**config.mk**
```make
export PLATFORM = sky130hd
export DESIGN_NAME = chb_fifo
export DESIGN_NICKNAME = d
export VERILOG_FILES = /design/src/rtl/assert_macros.svh /design/src/rtl/chb_pkg.sv /design/src/rtl/chb_fifo.sv
export SDC_FILE = /design/constraint.sdc
export NUM_CORES = 1
export LEC_CHECK = 0
export ABC_AREA = 1
export BUFFER_PORTS_ARGS = -buffer_cell sky130_fd_sc_hd__buf_4
export CORE_MARGIN = 8
export CORE_UTILIZATION = 46
export CTS_BUF_LIST = sky130_fd_sc_hd__clkbuf_8 sky130_fd_sc_hd__clkbuf_16
export CTS_CLUSTER_DIAMETER = 80
export DETAILED_ROUTE_END_ITERATION = 16
export GPL_TIMING_DRIVEN = 0
export PLACE_DENSITY = 0.74
export SLEW_MARGIN = 20
export SYNTH_ARGS = -nofsm -noshare
export SYNTH_HDL_FRONTEND = slang
export SYNTH_SLANG_ARGS = --single-unit
```
**constraint.sdc**
```tcl
create_clock -name i_clk -period 2.5 [get_ports i_clk]
set_clock_uncertainty 0.1 [all_clocks]
set_input_delay 0.25 -clock i_clk [delete_from_list [all_inputs] [get_ports i_clk]]
set_output_delay 0.25 -clock i_clk [all_outputs]
set_load 0.1 [all_outputs]
```
**src/rtl/assert_macros.svh**
```systemverilog
// Assertion macros for the score update block.
// Included by files that carry concurrent checks; no other dependencies.
`ifndef ASSERT_MACROS_SVH
`define ASSERT_MACROS_SVH
// Same-cycle implication, disabled during reset.
`define ASSERT_IMPL(lbl, clk, rst_n, a, c) \
    lbl: assert property (@(posedge clk) disable iff (!(rst_n)) (a) |-> (c)) \
        else $error("implication check failed");
// Next-cycle implication, disabled during reset.
`define ASSERT_NEXT(lbl, clk, rst_n, a, c) \
    lbl: assert property (@(posedge clk) disable iff (!(rst_n)) (a) |=> (c)) \
        else $error("next-cycle check failed");
`endif

```
**src/rtl/chb_pkg.sv**
```systemverilog
// Shared types and constants of the score update block.
// No dependencies.
package chb_pkg;

    localparam logic [1:0] CFG_INIT_LR = 2'd0;
    localparam logic [1:0] CFG_MIN_LR  = 2'd1;
    localparam logic [1:0] CFG_LR_STEP = 2'd2;
    localparam logic [1:0] CFG_NC_MULT = 2'd3;

    localparam logic [31:0] RST_INIT_LR = 32'd1717986918;
    localparam logic [31:0] RST_MIN_LR  = 32'd257698038;
    localparam logic [15:0] RST_LR_STEP = 16'd4295;
    localparam logic [32:0] RST_NC_MULT = 33'd3865470566;
    localparam logic [32:0] ONE_Q32     = 33'h1_0000_0000;

    localparam logic KIND_BUMP = 1'b0;
    localparam logic KIND_MARK = 1'b1;

    typedef struct packed {
        logic        kind;
        logic [9:0]  idx;
        logic        conflict;
        logic        last;
        logic [31:0] count;
    } t_item;

    typedef struct packed {
        logic [31:0] min_lr;
        logic [15:0] lr_step;
        logic [32:0] nc_mult;
        logic        lr_load;
        logic [31:0] lr_load_val;
    } t_cfg;

    typedef struct packed {
        logic clearing;
        logic pop;
    } t_back_stat;

endpackage

```
**src/rtl/chb_fifo.sv**
```systemverilog
// Two-entry item queue between front and back.
// Depends on chb_pkg.
module chb_fifo (
    input  logic           i_clk,
    input  logic           i_rst_n,
    input  logic           i_push,
    input  chb_pkg::t_item i_item,
    output logic           o_full,
    input  logic           i_pop,
    output logic           o_valid,
    output chb_pkg::t_item o_item
);
    import chb_pkg::*;

    t_item      r_mem [2];
    logic       r_wp, r_rp;
    logic [1:0] r_cnt;

    assign o_full  = (r_cnt == 2'd2);
    assign o_valid = (r_cnt != 2'd0);
    assign o_item  = r_mem[r_rp];

    always_ff @(posedge i_clk) begin
        if (!i_rst_n) begin
            r_wp  <= 1'b0;
            r_rp  <= 1'b0;
            r_cnt <= 2'd0;
        end else begin
            if (i_push) begin
                r_wp <= !r_wp;
            end
            if (i_pop) begin
                r_rp <= !r_rp;
            end
            r_cnt <= r_cnt + 2'(i_push) - 2'(i_pop);
        end
        if (i_push) begin
            r_mem[r_wp] <= i_item;
        end
    end
endmodule

```
== After elaboration in Yosys (flattened, before gate mapping) ==
Memory sizes are Yosys's and may differ from the RTL's. A register that Yosys moved wholly into a read port is not among the register bits.
Index checks and enable logic that the tools add are counted.

* Eq/ne operators: 1
* Reduce and logical (&&, ||, !) cells: 3
* Shifts and indexed selects: 0
* Add/sub/neg operators: 2
* Bitwise gates (word level): 0
* $lt $le $gt $ge: 0
* Divide/modulo/power cells: 0
* Multiplexer cells: 4
* Multiply operators: 0

{| class="wikitable"
|+ Operators with widths
! cell !! number
|-
| 1-bit 2-to-1 mux || 4
|-
| 2-bit by 1-bit adder with 2-bit output || 1
|-
| 2-bit equality test, second input constant || 1
|-
| 1-bit logical NOT || 2
|-
| 2-bit nonzero test || 1
|-
| 2-bit by 1-bit subtractor with 2-bit output || 1
|}

* Register bits after elaboration: 4
* Word-level logic and storage cells: 14
* Memories: 1
* Bits in writable memories: 90
* Bits in latches: 0
* ROM bits: 0

{| class="wikitable"
|+ Memories
! name !! depth !! width !! read ports !! clocked after Yosys merged registers in !! write ports !! line !! text
|-
| r_mem || 2 || 45 || 1 || 1 || 1 || chb_fifo.sv:15 || <nowiki>t_item r_mem [2];</nowiki>
|}

== Longest topological paths before layout ==
* Word-level depth: 3
* Mapped depth: 7

== Least setup slack after synthesis ==
No wires, ideal clock.

* Path type: flip-flop to flip-flop
* From: register r_wp
* To: memory r_mem[0][0] in the netlist's numbering (enable)
* Path buffers: 0
* Stages on the path, launching flop included: 2
* Path slack: -0.261 ns
* Data arrival time: 2.212 ns
* Period minus slack after synthesis: 2.761 ns
* Setup time: 0.449 ns
* Cell sequence: dfxtp_1 > nor2_1

{| class="wikitable"
|+ RTL lines
! element !! line !! text
|-
| start: declaration || chb_fifo.sv:16 || <nowiki>logic r_wp, r_rp;</nowiki>
|-
| start signal: assignment || chb_fifo.sv:30 || <nowiki>r_wp <= !r_wp;</nowiki>
|-
| end: declaration || chb_fifo.sv:15 ||
|}

Straight into the memory's write port.

==> metrics.txt <==
count of input and output buffers=95; portion of the post-synthesis area used by sequential elements=0.7624; measured slew at the worst slew-check pin=just under 600 ps; biggest cell delay along the critical path=~330 ps; post-detail-place hpwl=4.527 mm; number of setup buffers added after CTS=0; share of cells above drive strength 1=0.4894; required time reported for the critical path endpoint=2150 ps; die extent in x=105.4 um; run status=finished, final reports clean; total wirelength of the detailed-routed design=6.728 mm; count of clock tree sinks=95; summed instance area of the synthesized netlist=between 3000 and 4000 um^2; final critical delay including setup and external delays=roughly 1900 ps; synthesis-to-layout area growth=41.22%; number of placement rows=32; # IOs=between 90 and 100; maximum ir drop on the vdd rail=0.0004579 V; critical path fanouts, max=10; post-route ant nets=0; top-area cell type share of the netlist area=0.7352; P per Cell Area=between 700 and 800 nW/um^2; antenna violations before repair=0; count of fill cells added during filler insertion=535; clock tree from TritonCTS=yes; number of max-cap violations=0; cts bufs inserted=9; number of global-route vias before repair=2,249; core area=7727 um^2; number of resized instances in the post-cts repair step=0; setup repair after global routing missed its margin=false; clock-pin transition on the worst setup and hold timing paths=80 ps; Detailed Routing Iterations Pass 1=4; final-report setup violation count=0; DIE AREA=11,110 um^2; die height=105.4 um; Pwr Total=around 3.7 mW; data arrival time of the worst path=1560 ps; final weighted congestion in routability-driven placement=around 0.63; level count of the clock H-tree=3; max-slew violations=0; kind of critical path=flop to output port; Yosys Warn Count=0; highest attainable clock frequency=523.1 MHz; hold_buf cts=45; drt initial violations=46; endpoint kind of the worst setup timing path=output port; antenna diode instance count=0; worst skew pair latency=330 ps; GRT Total Usage=0.1246; via count=1,988; per-instance average area after synthesis=approximately 21 um^2; Yosys reg bits=95; global-route wire length before repair=10.74 mm; DR DRC count=0; total leakage power=2.103 nW; Max-slew headroom=0.6099; family with the most delay on the worst path=buffers and inverters; slowest library cell on the worst path=sky130_fd_sc_hd__dfxtp_1; crit-path cells=buf_6 > buf_12 > mux2_4 > buf_4; cell taking the most area after synthesis=sky130_fd_sc_hd__edfxtp_1; number of buffer and inverter stages on the critical path=3; post-synthesis cell count=173; maximum clock path buffer count=2; design area=5191 um^2; number of nets in the finished design=378; via-per-instance ratio=between 4 and 5; cell types occupying the most area after synthesis=sky130_fd_sc_hd__edfxtp_1, sky130_fd_sc_hd__mux2_4, sky130_fd_sc_hd__dfxtp_1; Routed WL per cell=15.61 um; Hold Path Class=input port to flop; dpl cell area=4599 um^2; portion of the clock cycle consumed by the worst path in the final layout=0.7646; Synth cell types=12; nature of the critical path startpoint=flop; total global routing overflow=0; maximum number of pins on one net before global-route repair=28; starting utilization of the core area=0.4757; final-report hold violation count=0; CTS Root Cell=sky130_fd_sc_hd__clkbuf_8; number of nets in the synthesized netlist=~220
registers in the layout, indices dropped and copies added (netlist names), named ones only:
register,cells
r_wp,1
r_mem,90
r_rp,1
r_cnt,2
cells in the mapped netlist, drive strengths merged:
master / number
inv: 7
nand3: 1
dfxtp: 5
mux2: 45
edfxtp: 90
nor2: 8
nand2: 9
a21oi: 1
ha: 2
buf: 5
path summary, 6_finish.rpt:
check	from	endpoint	slack [ps]	cells past startpoint
max	flop	o_item[8]	590	4
min	i_rst_n	r_cnt[0]	30	3
max reg2reg	r_wp	r_mem[1][25]	960	3
min reg2reg	r_rp	flop	410	2
cell type report:
cell class / instances / area, um^2 / area share
plain buffers: 5 / 91.34 / 0.01759
clock buffers: 9 / 123.9 / 0.02386
flip-flops and latches: 95 / 2803 / 0.5399
inverters: 7 / 26.28 / 0.005061
well taps: 102 / 127.6 / 0.02458
repair buffers: 143 / 1239 / 0.2386
multi-input cells: 66 / 763.2 / 0.1470
clock inverters: 4 / 17.52 / 0.003374
stage by stage:
| step | utilization | TNS [ps] | worst slack [ps] | hold WS [ps] | cells |
|---|---|---|---|---|---|
| floorplan | - | 0 | 479.4 | 243.5 | 173 |
| global placement | 0.5848 | -11730 | -262.4 | 335.3 | 370 |
| detailed placement | 0.5952 | 0 | 937.3 | 337.8 | 373 |
| CTS | 0.6718 | 0 | 556.3 | 8.652 | 431 |
| global route | 0.6718 | 0 | 507.2 | 18.34 | 431 |
| finish | 0.6718 | 0 | 588.4 | 30.33 | 431 |
power by group:
group	total [mW]	internal, mW	switching [mW]
Combinational	1.03	0.329	0.705
Sequential	1.86	1.84	0.0227
Clock	0.790	0.335	0.456
Total	3.68	2.50	1.18
tightest hold or removal path: cells and delay by family:
family | cells | cell delay [ps]
buffers and inverters | 2 | 140
AND/OR/NAND/NOR | 1 | 50
logic make-up after synthesis:
kind of cell	count (synthesis)	share of synthesized area
buffers and inverters	12	0.03200
adder cells (fa/ha/maj)	2	0.006806
flip-flops	95	0.7624
AND/OR/NAND/NOR	18	0.01872
AO/OA/AOI/OAI	1	0.001360
multiplexers	45	0.1787
routing by layer:
layer,track usage,vias up,part of all wire
met3,0.05664,10,0.074
li1,-,960,-
met1,0.1246,959,0.39
met2,0.2248,59,0.53
met4,0.03976,0,0.013
met5,0,-,0
layout by cell type, fill, tap and decap left out, types with 2 or more instances in the layout:
cell type,n
sky130_fd_sc_hd__dlygate4sd3_1,45
sky130_fd_sc_hd__mux2_4,40
sky130_fd_sc_hd__dfxtp_1,5
sky130_fd_sc_hd__clkinv_2,2
sky130_fd_sc_hd__nor2_1,7
sky130_fd_sc_hd__buf_12,5
sky130_fd_sc_hd__clkbuf_8,9
sky130_fd_sc_hd__edfxtp_1,90
sky130_fd_sc_hd__nand2_1,9
sky130_fd_sc_hd__buf_4,95
sky130_fd_sc_hd__inv_1,7
sky130_fd_sc_hd__ha_1,2
sky130_fd_sc_hd__mux2_2,5
sky130_fd_sc_hd__buf_16,2
(Power assumes the default switching activity.)
