`src/rtl/assert_macros.svh`:
```
// Assertion macros for the score update block.
// Included by files that carry concurrent checks; no other dependencies.
`ifndef ASSERT_MACROS_SVH
`define ASSERT_MACROS_SVH
// Same-cycle implication, disabled during reset.
`define ASSERT_IMPL(lbl, clk, rst_n, a, c) \
    lbl: assert property (@(posedge clk) disable iff (!(rst_n)) (a) |-> (c)) \
        else $error("implication check failed");
// Next-cycle implication, disabled during reset.
`define ASSERT_NEXT(lbl, clk, rst_n, a, c) \
    lbl: assert property (@(posedge clk) disable iff (!(rst_n)) (a) |=> (c)) \
        else $error("next-cycle check failed");
`endif

```
`src/rtl/chb_pkg.sv`:
```
// Shared types and constants of the score update block.
// No dependencies.
package chb_pkg;

    localparam logic [1:0] CFG_INIT_LR = 2'd0;
    localparam logic [1:0] CFG_MIN_LR  = 2'd1;
    localparam logic [1:0] CFG_LR_STEP = 2'd2;
    localparam logic [1:0] CFG_NC_MULT = 2'd3;

    localparam logic [31:0] RST_INIT_LR = 32'd1717986918;
    localparam logic [31:0] RST_MIN_LR  = 32'd257698038;
    localparam logic [15:0] RST_LR_STEP = 16'd4295;
    localparam logic [32:0] RST_NC_MULT = 33'd3865470566;
    localparam logic [32:0] ONE_Q32     = 33'h1_0000_0000;

    localparam logic KIND_BUMP = 1'b0;
    localparam logic KIND_MARK = 1'b1;

    typedef struct packed {
        logic        kind;
        logic [9:0]  idx;
        logic        conflict;
        logic        last;
        logic [31:0] count;
    } t_item;

    typedef struct packed {
        logic [31:0] min_lr;
        logic [15:0] lr_step;
        logic [32:0] nc_mult;
        logic        lr_load;
        logic [31:0] lr_load_val;
    } t_cfg;

    typedef struct packed {
        logic clearing;
        logic pop;
    } t_back_stat;

endpackage

```
`src/rtl/chb_front.sv`:
```
// Front end: accepts items, drops those with no effect, hands the rest on.
// Depends on chb_pkg.
module chb_front #(
    parameter int NUM_VARS = 1024
) (
    input  logic          i_clk,
    input  logic          i_rst_n,
    input  logic          i_valid,
    output logic          o_stall,
    input  logic          i_kind,
    input  logic [9:0]    i_var_index,
    input  logic          i_conflict,
    input  logic          i_last,
    input  logic [31:0]   i_conflict_count,
    input  logic          i_active,
    input  logic          i_q_full,
    output logic          o_push,
    output chb_pkg::t_item o_item
);
    import chb_pkg::*;

    logic  r_valid, n_valid;
    t_item r_item;
    logic  accept, keep;

    assign o_stall = r_valid && i_q_full;
    assign accept  = i_valid && !o_stall;
    // out-of-range index or inactive mark: no effect at all
    assign keep    = (32'(i_var_index) < NUM_VARS) && (i_kind == KIND_BUMP || i_active);
    assign o_push  = r_valid && !i_q_full;
    assign o_item  = r_item;

    always_comb begin
        n_valid = r_valid;
        if (o_push) begin
            n_valid = 1'b0;
        end
        if (accept) begin
            n_valid = keep;
        end
    end

    always_ff @(posedge i_clk) begin
        if (!i_rst_n) begin
            r_valid <= 1'b0;
        end else begin
            r_valid <= n_valid;
        end
        if (accept) begin
            r_item <= '{kind: i_kind, idx: i_var_index, conflict: i_conflict,
                        last: i_last, count: i_conflict_count};
        end
    end
endmodule

```
`config.mk`:
```
export PLATFORM = sky130hd
export DESIGN_NAME = chb_front
export DESIGN_NICKNAME = d
export VERILOG_FILES = /design/src/rtl/assert_macros.svh /design/src/rtl/chb_pkg.sv /design/src/rtl/chb_front.sv
export SDC_FILE = /design/constraint.sdc
export NUM_CORES = 1
export LEC_CHECK = 0
export ABC_CLOCK_PERIOD_IN_PS = 2700
export BUFFER_PORTS_ARGS = -buffer_cell sky130_fd_sc_hd__buf_2
export CAP_MARGIN = 40
export CELL_PAD_IN_SITES_DETAIL_PLACEMENT = 0
export CELL_PAD_IN_SITES_GLOBAL_PLACEMENT = 1
export CORE_ASPECT_RATIO = 0.7
export CORE_MARGIN = 2
export CORE_UTILIZATION = 32
export DETAILED_ROUTE_END_ITERATION = 10
export GPL_TIMING_DRIVEN = 0
export PLACE_DENSITY_LB_ADDON = 0.1
export SYNTH_ARGS = -nofsm -noshare
export SYNTH_HDL_FRONTEND = slang
export SYNTH_SLANG_ARGS = --single-unit
export TNS_END_PERCENT = 30
```
`constraint.sdc`:
```
create_clock -name i_clk -period 2.7 [get_ports i_clk]
set_input_delay 0.135 -clock i_clk [delete_from_list [all_inputs] [get_ports i_clk]]
set_output_delay 0.135 -clock i_clk [all_outputs]
set_load 0.01 [all_outputs]
```
Word-level counts from Yosys, hierarchy flattened
Index checks and enable logic that the tools add are counted.
{"block": "classes", "n_mux": 2, "bitwise": 1, "reduce_logical": 7}
{"op": "1-bit logical AND", "n": 3}
{"op": "1-bit zero test", "n": 2}
{"op": "1-bit 2-to-1 mux", "n": 2}
{"op": "2-bit nonzero test", "n": 1}
{"op": "1-bit logical OR", "n": 1}
{"op": "1-bit NOT", "n": 1}
{"block": "word_totals", "register_bits": 46, "in_bits": 50, "out_inout_bits": 47, "wordCells": 16}

Logic depth before layout (Yosys ltp)
Gate-level depths: netlist of the first run.
{"block": "depth", "word_depth": 4, "ltp_mapped": 2, "ltp_nobuf": 2}

Least setup slack after synthesis of the first run
No wires, ideal clock.
{"block": "synth_path", "path_type": "flip-flop to flip-flop", "startpoint": "register r_valid", "endpoint": "register r_item, in the netlist o_item[0], enable pin", "setup_time_ns": 0.412, "arrival_ns": 1.637, "required_time_ns": 2.288, "setup_slack_ns": 0.651, "stages_incl_launch_ff": 3, "n_path_buf": 0, "period_less_slack_ns": 2.049, "path_cell_list": "dfxtp_1 and2_4 nor2b_2"}
{"block": "synth_between", "elab_chain_cells": 3}
{"item": "start: declaration", "line_no": "chb_front.sv:22", "rtl": "logic r_valid, n_valid;"}
{"item": "start signal: assignment", "line_no": "chb_front.sv:47", "rtl": "r_valid <= n_valid;"}
{"item": "1-bit logical AND", "line_no": "chb_front.sv:26", "rtl": "assign o_stall = r_valid && i_q_full;"}
{"item": "named net o_stall", "line_no": "chb_front.sv:9", "rtl": "output logic o_stall,"}
{"item": "1-bit zero test", "line_no": "chb_front.sv:27", "rtl": "assign accept = i_valid && !o_stall;"}
{"item": "1-bit logical AND", "line_no": "chb_front.sv:27"}
{"item": "named net accept", "line_no": "chb_front.sv:24", "rtl": "logic accept, keep;"}
{"item": "end signal: assignment", "line_no": "chb_front.sv:50", "rtl": "r_item <= '{kind: i_kind, idx: i_var_index, conflict: i_conflict,"}
{"item": "end: declaration", "line_no": "chb_front.sv:23", "rtl": "t_item r_item;"}
The timed path passes the listed nets, and every way through them passes these cells.
A chain may end at the register's enable or synchronous reset.

Worst setup path in the final report of the first run
{"block": "layout_path", "startpoint": "register r_valid", "endpoint": "register r_item, in the netlist o_item[41], enable pin"}
{"block": "layout_between", "elab_chain_cells": 3}
{"item": "1-bit logical AND", "line_no": "chb_front.sv:26"}
{"item": "1-bit zero test", "line_no": "chb_front.sv:27"}
{"item": "1-bit logical AND", "line_no": "chb_front.sv:27"}
{"item": "named net accept", "line_no": "chb_front.sv:24"}
The timed path passes the listed nets, and every way through them passes these cells.

==> Implementation_results.wiki, run 1 <==
{| class="wikitable"
! Metric !! Value
|-
| Outcome || complete, no violations
|-
| Global-route wire length before repair || ~3.9 mm
|-
| Sequential cell fraction of total power || 0.605
|-
| DRC violation count after routing || 0
|-
| RSZ-0062 raised after global routing || no
|-
| CTS Root Cell || sky130_fd_sc_hd__clkbuf_8
|-
| Achievable Freq || 0.637 GHz
|-
| Final Setup Violations || 0
|-
| Standard-cell row count || 20
|-
| Final-report max-slew violation count || 0
|-
| Dominant combinational cell family by area after synthesis || simple AND/OR/NAND/NOR gates
|-
| Clock tree from TritonCTS || built
|-
| Floorplan die width || 83.7 um
|-
| Total net switching power || 286 uW
|-
| Worst setup SP type || flip-flop
|-
| Drt pass-1 iters || 3
|-
| Cells after Synth || between 50 and 60
|-
| Largest buffer count on any clock path || 2
|-
| Category of the critical setup timing path || flip-flop to flip-flop
|-
| Count of fill cells added during filler insertion || 396
|-
| P_int || about 1.1 mW
|-
| Fraction of layout cells with a size suffix above 1 || 0.659
|-
| Via density per instance || 4.10
|-
| Endpoints failing hold || 0
|-
| RePlAce Congestion || between 0.6 and 0.7
|-
| Max-Cap Viols || 0
|-
| Largest voltage drop on the vdd net || 0.000357 V
|-
| Min Clock Period, post-route || approximately 1.6 ns
|-
| Comb power frac || 0.096
|-
| Post-synthesis compound-gate area fraction || 0.0106
|-
| Delay-heaviest family, CP || simple AND/OR/NAND/NOR gates
|-
| Cell at the slowest stage of the critical path || sky130_fd_sc_hd__nor2b_4
|-
| Total GRT Usage || 0.110
|-
| Synthesis Warnings || 0
|-
| Clock group share of total power || 0.298
|-
| Total number of vias || 898
|-
| Static leakage || 0.941 nW
|-
| Final net count || 213
|-
| Areal power density over the cells || 644 mW/mm^2
|-
| Sequential element share of the synthesized area || 0.964
|-
| Clock skew || approximately 0.0035 ns
|-
| Post-CTS Repair Setup Buffers || 0
|-
| Period utilization || 0.582
|-
| Gr ovfl total || 0
|-
| Clock latency on the worst-skew pair || 0.28 ns
|-
| Transition time at the pin with the least slew margin || 0.690 ns
|-
| Post-layout power || approximately 1.4 mW
|-
| Largest fanout on the critical path || 23
|-
| Setup TNS Final || 0 ns
|-
| Cells traversed along the worst timing path || and2_4 -> nor2b_4 -> buf_16
|-
| CP required || 2.70 ns
|-
| Number of port buffers || 96
|-
| Number of sinks handled by clock tree synthesis || 46
|-
| Count of non-filler cells in the finished layout || 219
|-
| Synthesized Nets || 102
|-
| Worst Setup End Kind || flip-flop
|-
| Total inserted antenna cells || 0
|-
| Synth Register Bits || 46
|-
| Mapped Area || 0.00142 mm^2
|-
| Iteration-0 DRC count of the detailed router || slightly above 40
|-
| Vertical die dimension || 59.8 um
|-
| Final routed wire length divided by cell count || roughly 12 um
|-
| Area growth from synthesis to layout || 52.2%
|-
| Normalized max-slew margin || 0.539
|-
| Estimated wirelength of the detail-placed design || just over 2 mm
|-
| Switch share || 0.205
|-
| Initial antenna violation count || 0
|-
| Number of buffers created by CTS || 5
|-
| Post-synthesis share of cell area spent on full adders, half adders and majority gates || 0
|-
| Commonest cells after routing, fill and taps aside || sky130_fd_sc_hd__buf_2 (96), sky130_fd_sc_hd__edfxtp_1 (45), sky130_fd_sc_hd__dlygate4sd3_1 (7), sky130_fd_sc_hd__clkbuf_8 (6)
|-
| Portion of netlist area occupied by mux cells || 0
|-
| Worst-path clk slew || 0.08 ns
|-
| Final wirelength || 2.73 mm
|-
| Maximum number of pins on one net before global-route repair || 24
|-
| CP Buf/Inv Count || 1
|-
| Via count of the first global-routing pass || between 800 and 900
|-
| Number of routed nets with antenna violations || 0
|-
| Simple-gate share of the synthesized area || 0.0255
|-
| Total instance count after detailed placement || just over 200
|-
| Number of distinct library cells after synthesis || 8
|-
| Die area || 0.00500 mm^2
|-
| Peak per-stage delay on the critical path || 0.56 ns
|-
| Kind of path behind the tightest hold check || primary input to flip-flop
|-
| Top-level I/O count || 97
|-
| Core footprint || about 0.0043 mm^2
|-
| Fraction of synthesized cell area in xor and xnor cells || 0
|-
| Data arrival time of the worst path || 1.57 ns
|-
| Htree depth || 2
|-
| Synthesized area per cell || 27.4 um^2
|-
| Leading cell type in the layout, fill and taps excluded || sky130_fd_sc_hd__buf_2
|-
| Effective utilization at floorplan || 0.331
|}
## worst reg2reg max path, cell delays in order (launching register included)
cell	delay, ns
sky130_fd_sc_hd__dfxtp_1	0.32
sky130_fd_sc_hd__and2_4	0.15
sky130_fd_sc_hd__nor2b_4	0.56
sky130_fd_sc_hd__buf_16	0.25
## Yosys cell counts
master                      number  share of area
sky130_fd_sc_hd__dfxtp_1         1          0.014
sky130_fd_sc_hd__nor2b_1         1         0.0044
sky130_fd_sc_hd__nor2b_2         1         0.0062
sky130_fd_sc_hd__o2bb2ai_2       1          0.011
sky130_fd_sc_hd__and2_4          1         0.0062
sky130_fd_sc_hd__edfxtp_1       45           0.95
sky130_fd_sc_hd__and2b_2         1         0.0062
sky130_fd_sc_hd__nand2_1         1         0.0026
## logic make-up (layout without fill, tap and decap cells)
family          count (synthesis)  in the layout
simple gates                    5              5
buf+inv                         0            112
compound gates                  1              1
flops                          46             46
## cell type report
type / count / area, um^2 / area share
clock buffers: 7 / 86.3 / 0.0399
well taps: 55 / 68.8 / 0.0318
clock inverters: 1 / 5.00 / 0.00231
multi-input cells: 6 / 56.3 / 0.0260
repair buffers: 104 / 578 / 0.267
flip-flops and latches: 46 / 1370 / 0.633
## repair_timing
action | 4_1_cts | 5_1_grt
hold buffers | 0 | 7
hold endpoints to repair | 0 | 7
gates resized for setup | 0 | 0
## path summary, 6_finish.rpt
check / from / end / slack [ns] / depth (start not counted)
min: i_conflict_count[27] / o_item[27] / 0.02 / 1
max reg2reg: r_valid / o_item[41] / 1.13 / 3
min reg2reg: r_valid / r_valid / 0.62 / 2
max: r_valid / o_item[41] / 1.13 / 3
## per-stage QoR
step                worst slack, ns  instance area [um^2]  hold slack, ns   util
floorplan                     0.651                  1420           0.234      -
global placement              0.257                  1970           0.311  0.458
detailed placement             1.11                  2000           0.313  0.466
CTS                            1.10                  2100         0.00158  0.487
global route                   1.02                  2170         0.00129  0.503
finish                         1.13                  2170          0.0183  0.503
## layer usage
metal / GRT usage / share of wire / vias to the layer above
met5: 0 / 0 / -
met4: 0.0553 / 0.012 / 0
met3: 0.0649 / 0.13 / 5
met2: 0.170 / 0.46 / 57
met1: 0.123 / 0.40 / 412
li1: - / - / 424
## power by group through the flow
stage / sequential, mW / combinational, mW / clock [mW]
floorplan: 0.886 / 0.0186 / 0
global placement: 0.861 / 0.119 / 0
detailed placement: 0.860 / 0.129 / 0
CTS: 0.844 / 0.129 / 0.433
global route: 0.848 / 0.147 / 0.470
finish: 0.843 / 0.134 / 0.416
## sequential cells by signal (all words and copies together) (netlist names)
register and count:
r_valid 1, o_item 45
No activity file was read; power rests on OpenSTA's default activity.
==> inputs of run 2 (changes only) <==
--- a/config.mk
+++ b/config.mk
@@ -5,7 +5,7 @@
 export SDC_FILE = /design/constraint.sdc
 export NUM_CORES = 1
 export LEC_CHECK = 0
-export ABC_CLOCK_PERIOD_IN_PS = 2700
+export ABC_CLOCK_PERIOD_IN_PS = 1480
 export BUFFER_PORTS_ARGS = -buffer_cell sky130_fd_sc_hd__buf_2
 export CAP_MARGIN = 40
 export CELL_PAD_IN_SITES_DETAIL_PLACEMENT = 0
==> constraint.sdc (replaced) <==
create_clock -name i_clk -period 1.48 [get_ports i_clk]
set_input_delay 0.074 -clock i_clk [delete_from_list [all_inputs] [get_ports i_clk]]
set_output_delay 0.074 -clock i_clk [all_outputs]
set_load 0.01 [all_outputs]
==> run 2 against run 1 <==
Worst hold slack improved by 0.0052 ns. Power up 84%. Flip-flop and latch count is the same. Worst setup slack lost 1.0 ns. Via count is 13% higher. Utilization is 8.8 points higher. Critical endpoint is now o_item[5].
==> Implementation_results.wiki, run 2 (same netlist as run 1, synthesis figures left out) <==
{| class="wikitable"
! Metric !! Value
|-
| Number of routed nets with antenna violations || 0 (unchanged)
|-
| Final Setup Violations || 0 (unchanged)
|-
| Total GRT Usage || 0.135 (was 0.110)
|-
| Floorplan die width || 83.7 um (unchanged)
|-
| Drt pass-1 iters || 3 (unchanged)
|-
| Global-route wire length before repair || 4.94 mm (was 3.95 mm)
|-
| Gr ovfl total || 0 (unchanged)
|-
| Estimated wirelength of the detail-placed design || 1.99 mm (was 2.01 mm)
|-
| Worst-path clk slew || 0.08 ns (about the same)
|-
| Via density per instance || 3.93 (was 4.10)
|-
| Areal power density over the cells || 1010 mW/mm^2 (was 644 mW/mm^2)
|-
| Sequential cell fraction of total power || 0.599 (was 0.605)
|-
| Kind of path behind the tightest hold check || primary input to flip-flop (unchanged)
|-
| Endpoint of the lowest-slack register-to-register path || o_item[5] (was o_item[41])
|-
| Cell at the slowest stage of the critical path || sky130_fd_sc_hd__nor2b_4 (unchanged)
|-
| Peak per-stage delay on the critical path || 0.37 ns (was 0.56 ns)
|-
| Post-layout power || 2.57 mW (was 1.39 mW)
|-
| Number of sinks handled by clock tree synthesis || 46 (unchanged)
|-
| Static leakage || 1.10 nW (was 0.941 nW)
|-
| Total length of routed met3 wires || 264 um (was 348 um)
|-
| Outcome || complete, no violations (unchanged)
|-
| Worst setup SP type || flip-flop (unchanged)
|-
| Largest buffer count on any clock path || 2 (unchanged)
|-
| Reg2reg start || r_valid (unchanged)
|-
| Largest voltage drop on the vdd net || 0.000573 V (was 0.000357 V)
|-
| Worst setup timing slack at the placement stage || -0.112 ns (was 1.11 ns)
|-
| Total inserted antenna cells || 0 (unchanged)
|-
| Achievable Freq || 0.731 GHz (was 0.637 GHz)
|-
| Largest fanout on the critical path || 23 (unchanged)
|-
| Standard-cell row count || 20 (unchanged)
|-
| Worst Slack Setup Final || 0.112 ns (was 1.13 ns)
|-
| Final-report max-slew violation count || 0 (unchanged)
|-
| Worst Setup End Kind || flip-flop (unchanged)
|-
| Top metal layer carrying routed signals || met4 (unchanged)
|-
| Clock group share of total power || 0.273 (was 0.298)
|-
| Clock latency on the worst-skew pair || 0.28 ns (about the same)
|-
| Via count of the first global-routing pass || 1055 (was 849)
|-
| Number of port buffers || 96 (unchanged)
|-
| Cells traversed along the worst timing path || and2_4 -> nor2b_4 -> buf_16 (unchanged)
|-
| Vertical die dimension || 59.8 um (unchanged)
|-
| Total number of vias || 1013 (was 898)
|-
| CTS Root Cell || sky130_fd_sc_hd__clkbuf_8 (unchanged)
|-
| P_int || 2.04 mW (was 1.11 mW)
|-
| Category of the critical setup timing path || flip-flop to flip-flop (unchanged)
|-
| Core footprint || 0.00430 mm^2 (unchanged)
|-
| Number of flip-flops under the largest register name || 45 (unchanged)
|-
| Switch share || 0.207 (was 0.205)
|-
| Count of fill cells added during filler insertion || 358 (was 396)
|-
| Worst R2R Path Depth || 3 (unchanged)
|-
| Met2 WL || 1.65 mm (was 1.26 mm)
|-
| Wire length the detailed router placed on met1 || 1.33 mm (was 1.09 mm)
|-
| Maximum number of pins on one net before global-route repair || 24 (unchanged)
|-
| Clock skew || 0.00348 ns (was 0.00352 ns)
|-
| Data arrival time of the worst path || 1.36 ns (was 1.57 ns)
|-
| Initial antenna violation count || 0 (unchanged)
|-
| CP required || 1.47 ns (was 2.70 ns)
|-
| RePlAce Congestion || 0.676 (was 0.697)
|-
| Critical hold path startpoint || i_rst_n (was i_conflict_count[27])
|-
| Htree depth || 2 (unchanged)
|-
| Effective utilization at floorplan || 0.331 (unchanged)
|-
| First element of the critical path || r_valid (unchanged)
|-
| Transition time at the pin with the least slew margin || 0.531 ns (was 0.690 ns)
|-
| Hold Path Depth || 2 (was 1)
|-
| Period utilization || 0.924 (was 0.582)
|-
| Total net switching power || 533 uW (was 286 uW)
|-
| Leading cell type in the layout, fill and taps excluded || sky130_fd_sc_hd__buf_2 (unchanged)
|-
| Final net count || 252 (was 213)
|-
| Comb power frac || 0.128 (was 0.096)
|-
| R2R Setup Slk || 0.11 ns (was 1.13 ns)
|-
| RSZ-0062 raised after global routing || no (unchanged)
|-
| Final wirelength || 3.27 mm (was 2.73 mm)
|-
| Die area || 0.00500 mm^2 (unchanged)
|-
| Fraction of layout cells with a size suffix above 1 || 0.532 (was 0.659)
|-
| Commonest cells after routing, fill and taps aside || sky130_fd_sc_hd__buf_2 (96), sky130_fd_sc_hd__dlygate4sd3_1 (45), sky130_fd_sc_hd__edfxtp_1 (45), sky130_fd_sc_hd__clkbuf_8 (5) (was sky130_fd_sc_hd__buf_2 (96), sky130_fd_sc_hd__edfxtp_1 (45), sky130_fd_sc_hd__dlygate4sd3_1 (7), sky130_fd_sc_hd__clkbuf_8 (6))
|-
| DRC violation count after routing || 0 (unchanged)
|-
| Area growth from synthesis to layout || 78.9% (was 52.2%)
|-
| Iteration-0 DRC count of the detailed router || 57 (was 41)
|-
| Min Hold Slack || 0.0236 ns (was 0.0183 ns)
|-
| Max-Cap Viols || 0 (unchanged)
|-
| Number of buffers created by CTS || 5 (unchanged)
|-
| Clock tree from TritonCTS || built (unchanged)
|-
| Endpoints failing hold || 0 (unchanged)
|-
| Min Clock Period, post-route || 1.37 ns (was 1.57 ns)
|-
| Normalized max-slew margin || 0.645 (was 0.539)
|-
| Top-level I/O count || 97 (unchanged)
|-
| Worst Hold Endpoint || r_valid (was o_item[27])
|-
| Final routed wire length divided by cell count || 12.7 um (was 12.5 um)
|}
[run 2: cell count changes in the layout (fill, tap and decap cells not counted), sizes merged]
cell,delta
nor2b,+1
clkbuf,-1
clkinv,+1
dlygate4sd3,+38
[run 2: power groups by stage]
stage	Clock [mW]	Sequential [mW]	Combinational (mW)
floorplan	0	1.61	0.0357
global placement	0	1.57	0.218
detailed placement	0	1.57	0.235
CTS	0.733	1.54	0.330
global route	0.799	1.55	0.356
finish	0.701	1.54	0.328
[run 2: worst max-delay path: cells and delay by family, from the launching register on]
| family | cells | cell delay, ns |
|---|---|---|
| flip-flops | 1 | 0.32 |
| buffers and inverters | 1 | 0.22 |
| AND/OR/NAND/NOR | 2 | 0.53 |
[run 2: layout make-up]
cell class                      count  area [um^2]  share of cell area
Clock buffer                        6         72.6              0.0285
Multi-Input combinational cell      7         65.1              0.0256
Timing Repair Buffer              142          958               0.377
Clock inverter                      2         8.76             0.00344
Tap cell                           55         68.8              0.0270
Sequential cell                    46         1370               0.539
[run 2: layer usage]
metal | global-route usage | vias to the layer above
li1 | - | 506
met1 | 0.158 | 453
met2 | 0.229 | 52
met3 | 0.0525 | 2
met4 | 0.0553 | 0
met5 | 0 | -
[run 2: how the worst max path moves through the flow]
stage	to	slack, ns	cells after the start
5_1_grt	o_item[14]	0.04	3
4_1_cts	o_item[5]	0.08	3
3_3_place_gp	o_item[24]	-0.28	2
6_report	o_item[5]	0.11	3
3_5_place_dp	o_item[29]	-0.11	3
2_1_floorplan	o_item[0]	-0.06	2
[run 2: what timing repair did]
action	CTS	global route
resized for setup	0	0
hold endpoints to repair	45	0
setup buffers	0	0
hold buffers	45	0
endpoints found under the setup margin	23	0
[run 2: through the flow]
stage | instance area [um^2] | std cells | util | setup TNS, ns
after floorplan | 1430 | 52 | - | -2.78
after global placement | 1980 | 203 | 0.459 | -12.66
after detailed placement | 2000 | 204 | 0.466 | -2.56
after CTS | 2540 | 258 | 0.591 | 0
after global routing | 2540 | 258 | 0.591 | 0
final | 2540 | 258 | 0.591 | 0
==> inputs of run 3 (changes only) <==
--- a/config.mk
+++ b/config.mk
@@ -8,7 +8,7 @@
 export ABC_CLOCK_PERIOD_IN_PS = 1480
 export BUFFER_PORTS_ARGS = -buffer_cell sky130_fd_sc_hd__buf_2
 export CAP_MARGIN = 40
-export CELL_PAD_IN_SITES_DETAIL_PLACEMENT = 0
+export CELL_PAD_IN_SITES_DETAIL_PLACEMENT = 1
 export CELL_PAD_IN_SITES_GLOBAL_PLACEMENT = 1
 export CORE_ASPECT_RATIO = 0.7
 export CORE_MARGIN = 2
@@ -16,6 +16,7 @@
 export DETAILED_ROUTE_END_ITERATION = 10
 export GPL_TIMING_DRIVEN = 0
 export PLACE_DENSITY_LB_ADDON = 0.1
+export SETUP_SLACK_MARGIN = 0.05
 export SYNTH_ARGS = -nofsm -noshare
 export SYNTH_HDL_FRONTEND = slang
 export SYNTH_SLANG_ARGS = --single-unit
==> run 3 against run 2 <==
Worst setup slack improved by 0.085 ns. Register-to-register slack improved by 0.08 ns. Sequential share of layout area decreased by 0.94 points. Worst hold slack about the same. Via count increased by 4.7%. Sequential power about the same. Routed wire length increased by 11%. Combinational power increased by 4%. Utilization increased by 1.0 points. Die area unchanged. Clock power increased by 26%. Critical path type unchanged. Highest routed layer unchanged.
==> Implementation_results.wiki, run 3 (same netlist as run 1, synthesis figures left out) <==
{| class="wikitable"
! Metric !! Value
|-
| Outcome || complete, no violations (unchanged)
|-
| Kind of path behind the tightest hold check || primary input to flip-flop (unchanged)
|-
| CTS Root Cell || sky130_fd_sc_hd__clkbuf_8 (unchanged)
|-
| Worst setup timing slack at the placement stage || -0.110 ns (was -0.112 ns)
|-
| Final routed wire length divided by cell count || 14.0 um (was 12.7 um)
|-
| Total inserted antenna cells || 0 (unchanged)
|-
| Period utilization || 0.867 (was 0.924)
|-
| Vertical die dimension || 59.8 um (unchanged)
|-
| Peak per-stage delay on the critical path || 0.45 ns (was 0.37 ns)
|-
| Number of port buffers || 96 (unchanged)
|-
| Endpoints failing hold || 0 (unchanged)
|-
| Number of routed nets with antenna violations || 0 (unchanged)
|-
| Areal power density over the cells || 1070 mW/mm^2 (was 1010 mW/mm^2)
|-
| Die area || 0.00500 mm^2 (unchanged)
|-
| Floorplan die width || 83.7 um (unchanged)
|-
| Final-report max-slew violation count || 0 (unchanged)
|-
| Worst Hold Endpoint || r_valid (unchanged)
|-
| Estimated wirelength of the detail-placed design || 2.18 mm (was 1.99 mm)
|-
| Core footprint || 0.00430 mm^2 (unchanged)
|-
| Cells traversed along the worst timing path || and2_4 -> nor2b_2 (was and2_4 -> nor2b_4 -> buf_16)
|-
| First element of the critical path || r_valid (unchanged)
|-
| DRC violation count after routing || 0 (unchanged)
|-
| Post-layout power || 2.76 mW (was 2.57 mW)
|-
| Critical hold path startpoint || i_rst_n (unchanged)
|-
| CP required || 1.41 ns (was 1.47 ns)
|-
| Maximum number of pins on one net before global-route repair || 24 (unchanged)
|-
| RePlAce Congestion || 0.676 (unchanged)
|-
| Static leakage || 1.12 nW (was 1.10 nW)
|-
| Achievable Freq || 0.779 GHz (was 0.731 GHz)
|-
| Max-Cap Viols || 0 (unchanged)
|-
| Category of the critical setup timing path || flip-flop to flip-flop (unchanged)
|-
| Worst Setup End Kind || flip-flop (unchanged)
|-
| RSZ-0062 raised after global routing || no (unchanged)
|-
| Data arrival time of the worst path || 1.21 ns (was 1.36 ns)
|-
| Largest voltage drop on the vdd net || 0.000657 V (was 0.000573 V)
|-
| Number of flip-flops under the largest register name || 45 (unchanged)
|-
| Drt pass-1 iters || 3 (unchanged)
|-
| Worst R2R Path Depth || 2 (was 3)
|-
| Min Clock Period, post-route || 1.28 ns (was 1.37 ns)
|-
| Transition time at the pin with the least slew margin || 0.531 ns (about the same)
|-
| Standard-cell row count || 20 (unchanged)
|-
| Hold Path Depth || 2 (unchanged)
|-
| Final Setup Violations || 0 (unchanged)
|-
| Iteration-0 DRC count of the detailed router || 38 (was 57)
|-
| Total GRT Usage || 0.150 (was 0.135)
|-
| Endpoint of the lowest-slack register-to-register path || o_item[43] (was o_item[5])
|-
| Normalized max-slew margin || 0.644 (was 0.645)
|-
| Gr ovfl total || 0 (unchanged)
|-
| R2R Setup Slk || 0.20 ns (was 0.11 ns)
|-
| Via count of the first global-routing pass || 1101 (was 1055)
|-
| Htree depth || 2 (unchanged)
|-
| Total number of vias || 1061 (was 1013)
|-
| Top-level I/O count || 97 (unchanged)
|-
| Commonest cells after routing, fill and taps aside || sky130_fd_sc_hd__buf_2 (96), sky130_fd_sc_hd__dlygate4sd3_1 (45), sky130_fd_sc_hd__edfxtp_1 (45), sky130_fd_sc_hd__clkbuf_8 (5), sky130_fd_sc_hd__clkbuf_1 (2) (was sky130_fd_sc_hd__buf_2 (96), sky130_fd_sc_hd__dlygate4sd3_1 (45), sky130_fd_sc_hd__edfxtp_1 (45), sky130_fd_sc_hd__clkbuf_8 (5))
|-
| Clock skew || 0.00920 ns (was 0.00348 ns)
|-
| Largest fanout on the critical path || 11 (was 23)
|-
| Area growth from synthesis to layout || 82.1% (was 78.9%)
|-
| Clock tree from TritonCTS || built (unchanged)
|-
| Global-route wire length before repair || 5.47 mm (was 4.94 mm)
|-
| Cell at the slowest stage of the critical path || sky130_fd_sc_hd__nor2b_2 (was sky130_fd_sc_hd__nor2b_4)
|-
| Effective utilization at floorplan || 0.331 (unchanged)
|-
| Number of buffers created by CTS || 5 (unchanged)
|-
| Number of sinks handled by clock tree synthesis || 46 (unchanged)
|-
| Largest buffer count on any clock path || 2 (unchanged)
|-
| Worst Slack Setup Final || 0.197 ns (was 0.112 ns)
|-
| Leading cell type in the layout, fill and taps excluded || sky130_fd_sc_hd__buf_2 (unchanged)
|-
| Clock latency on the worst-skew pair || 0.29 ns (was 0.28 ns)
|-
| Reg2reg start || r_valid (unchanged)
|-
| Worst-path clk slew || 0.08 ns (about the same)
|-
| Worst setup SP type || flip-flop (unchanged)
|-
| Final net count || 253 (was 252)
|-
| Final wirelength || 3.63 mm (was 3.27 mm)
|-
| Fraction of layout cells with a size suffix above 1 || 0.534 (was 0.532)
|-
| Initial antenna violation count || 0 (unchanged)
|-
| Via density per instance || 4.10 (was 3.93)
|}
-- run 3: cell types whose count changed in the layout (fill, tap and decap cells not counted), sizes merged --
cell | before | now
clkinv | 2 | 0
buf | 97 | 98
clkbuf | 6 | 7
bufinv | 0 | 1
-- run 3: power by group --
part / internal (mW) / switching (mW) / leakage, nW
logic: 0.197 / 0.144 / 0.620
registers: 1.52 / 0.0164 / 0.445
clock network: 0.505 / 0.378 / 0.0524
total: 2.22 / 0.539 / 1.12
-- run 3: final cells by class --
type,count,area (um^2)
clock inverters,1,30.0
well taps,55,68.8
repair buffers,143,978
clock buffers,7,76.3
multi-input cells,7,65.1
fillers,438,1710
flip-flops and latches,46,1370
-- run 3: per-stage QoR --
stage / hold WS (ns) / instances / area [um^2] / utilization / TNS, ns
4_1_cts: 0.0172 / 258 / 2570 / 0.597 / 0
5_1_grt: 0.0208 / 259 / 2590 / 0.602 / 0
6_report: 0.0232 / 259 / 2590 / 0.602 / 0
2_1_floorplan: 0.173 / 52 / 1430 / - / -2.78
3_5_place_dp: 0.252 / 204 / 2000 / 0.466 / -2.51
3_3_place_gp: 0.250 / 203 / 1980 / 0.459 / -12.66
-- run 3: how the worst max path moves through the flow --
stage | end | slack [ns]
after floorplan | o_item[0] | -0.06
after global placement | o_item[24] | -0.28
after detailed placement | o_item[29] | -0.11
after CTS | o_item[29] | 0.09
after global routing | o_item[19] | 0.10
final | o_item[43] | 0.20
-- run 3: repair_timing --
item | CTS | global route
gates cloned | 1 | 0
endpoints found under the hold margin | 45 | 0
endpoints found under the setup margin | 32 | 23
hold buffers | 45 | 0
gates resized for setup | 0 | 0
buffers inserted | 0 | 1
-- run 3: critical path, delay by kind of cell, from the launching register on --
family        cells  cell delay [ns]
flops             1             0.32
simple gates      2             0.61
-- run 3: per-layer routing --
layer  share of wire  track usage  vias to the layer above
met3           0.082       0.0594                        5
li1                -            -                      506
met4           0.010       0.0553                        0
met2            0.53        0.269                       53
met5               0            0                        -
met1            0.38        0.165                      497
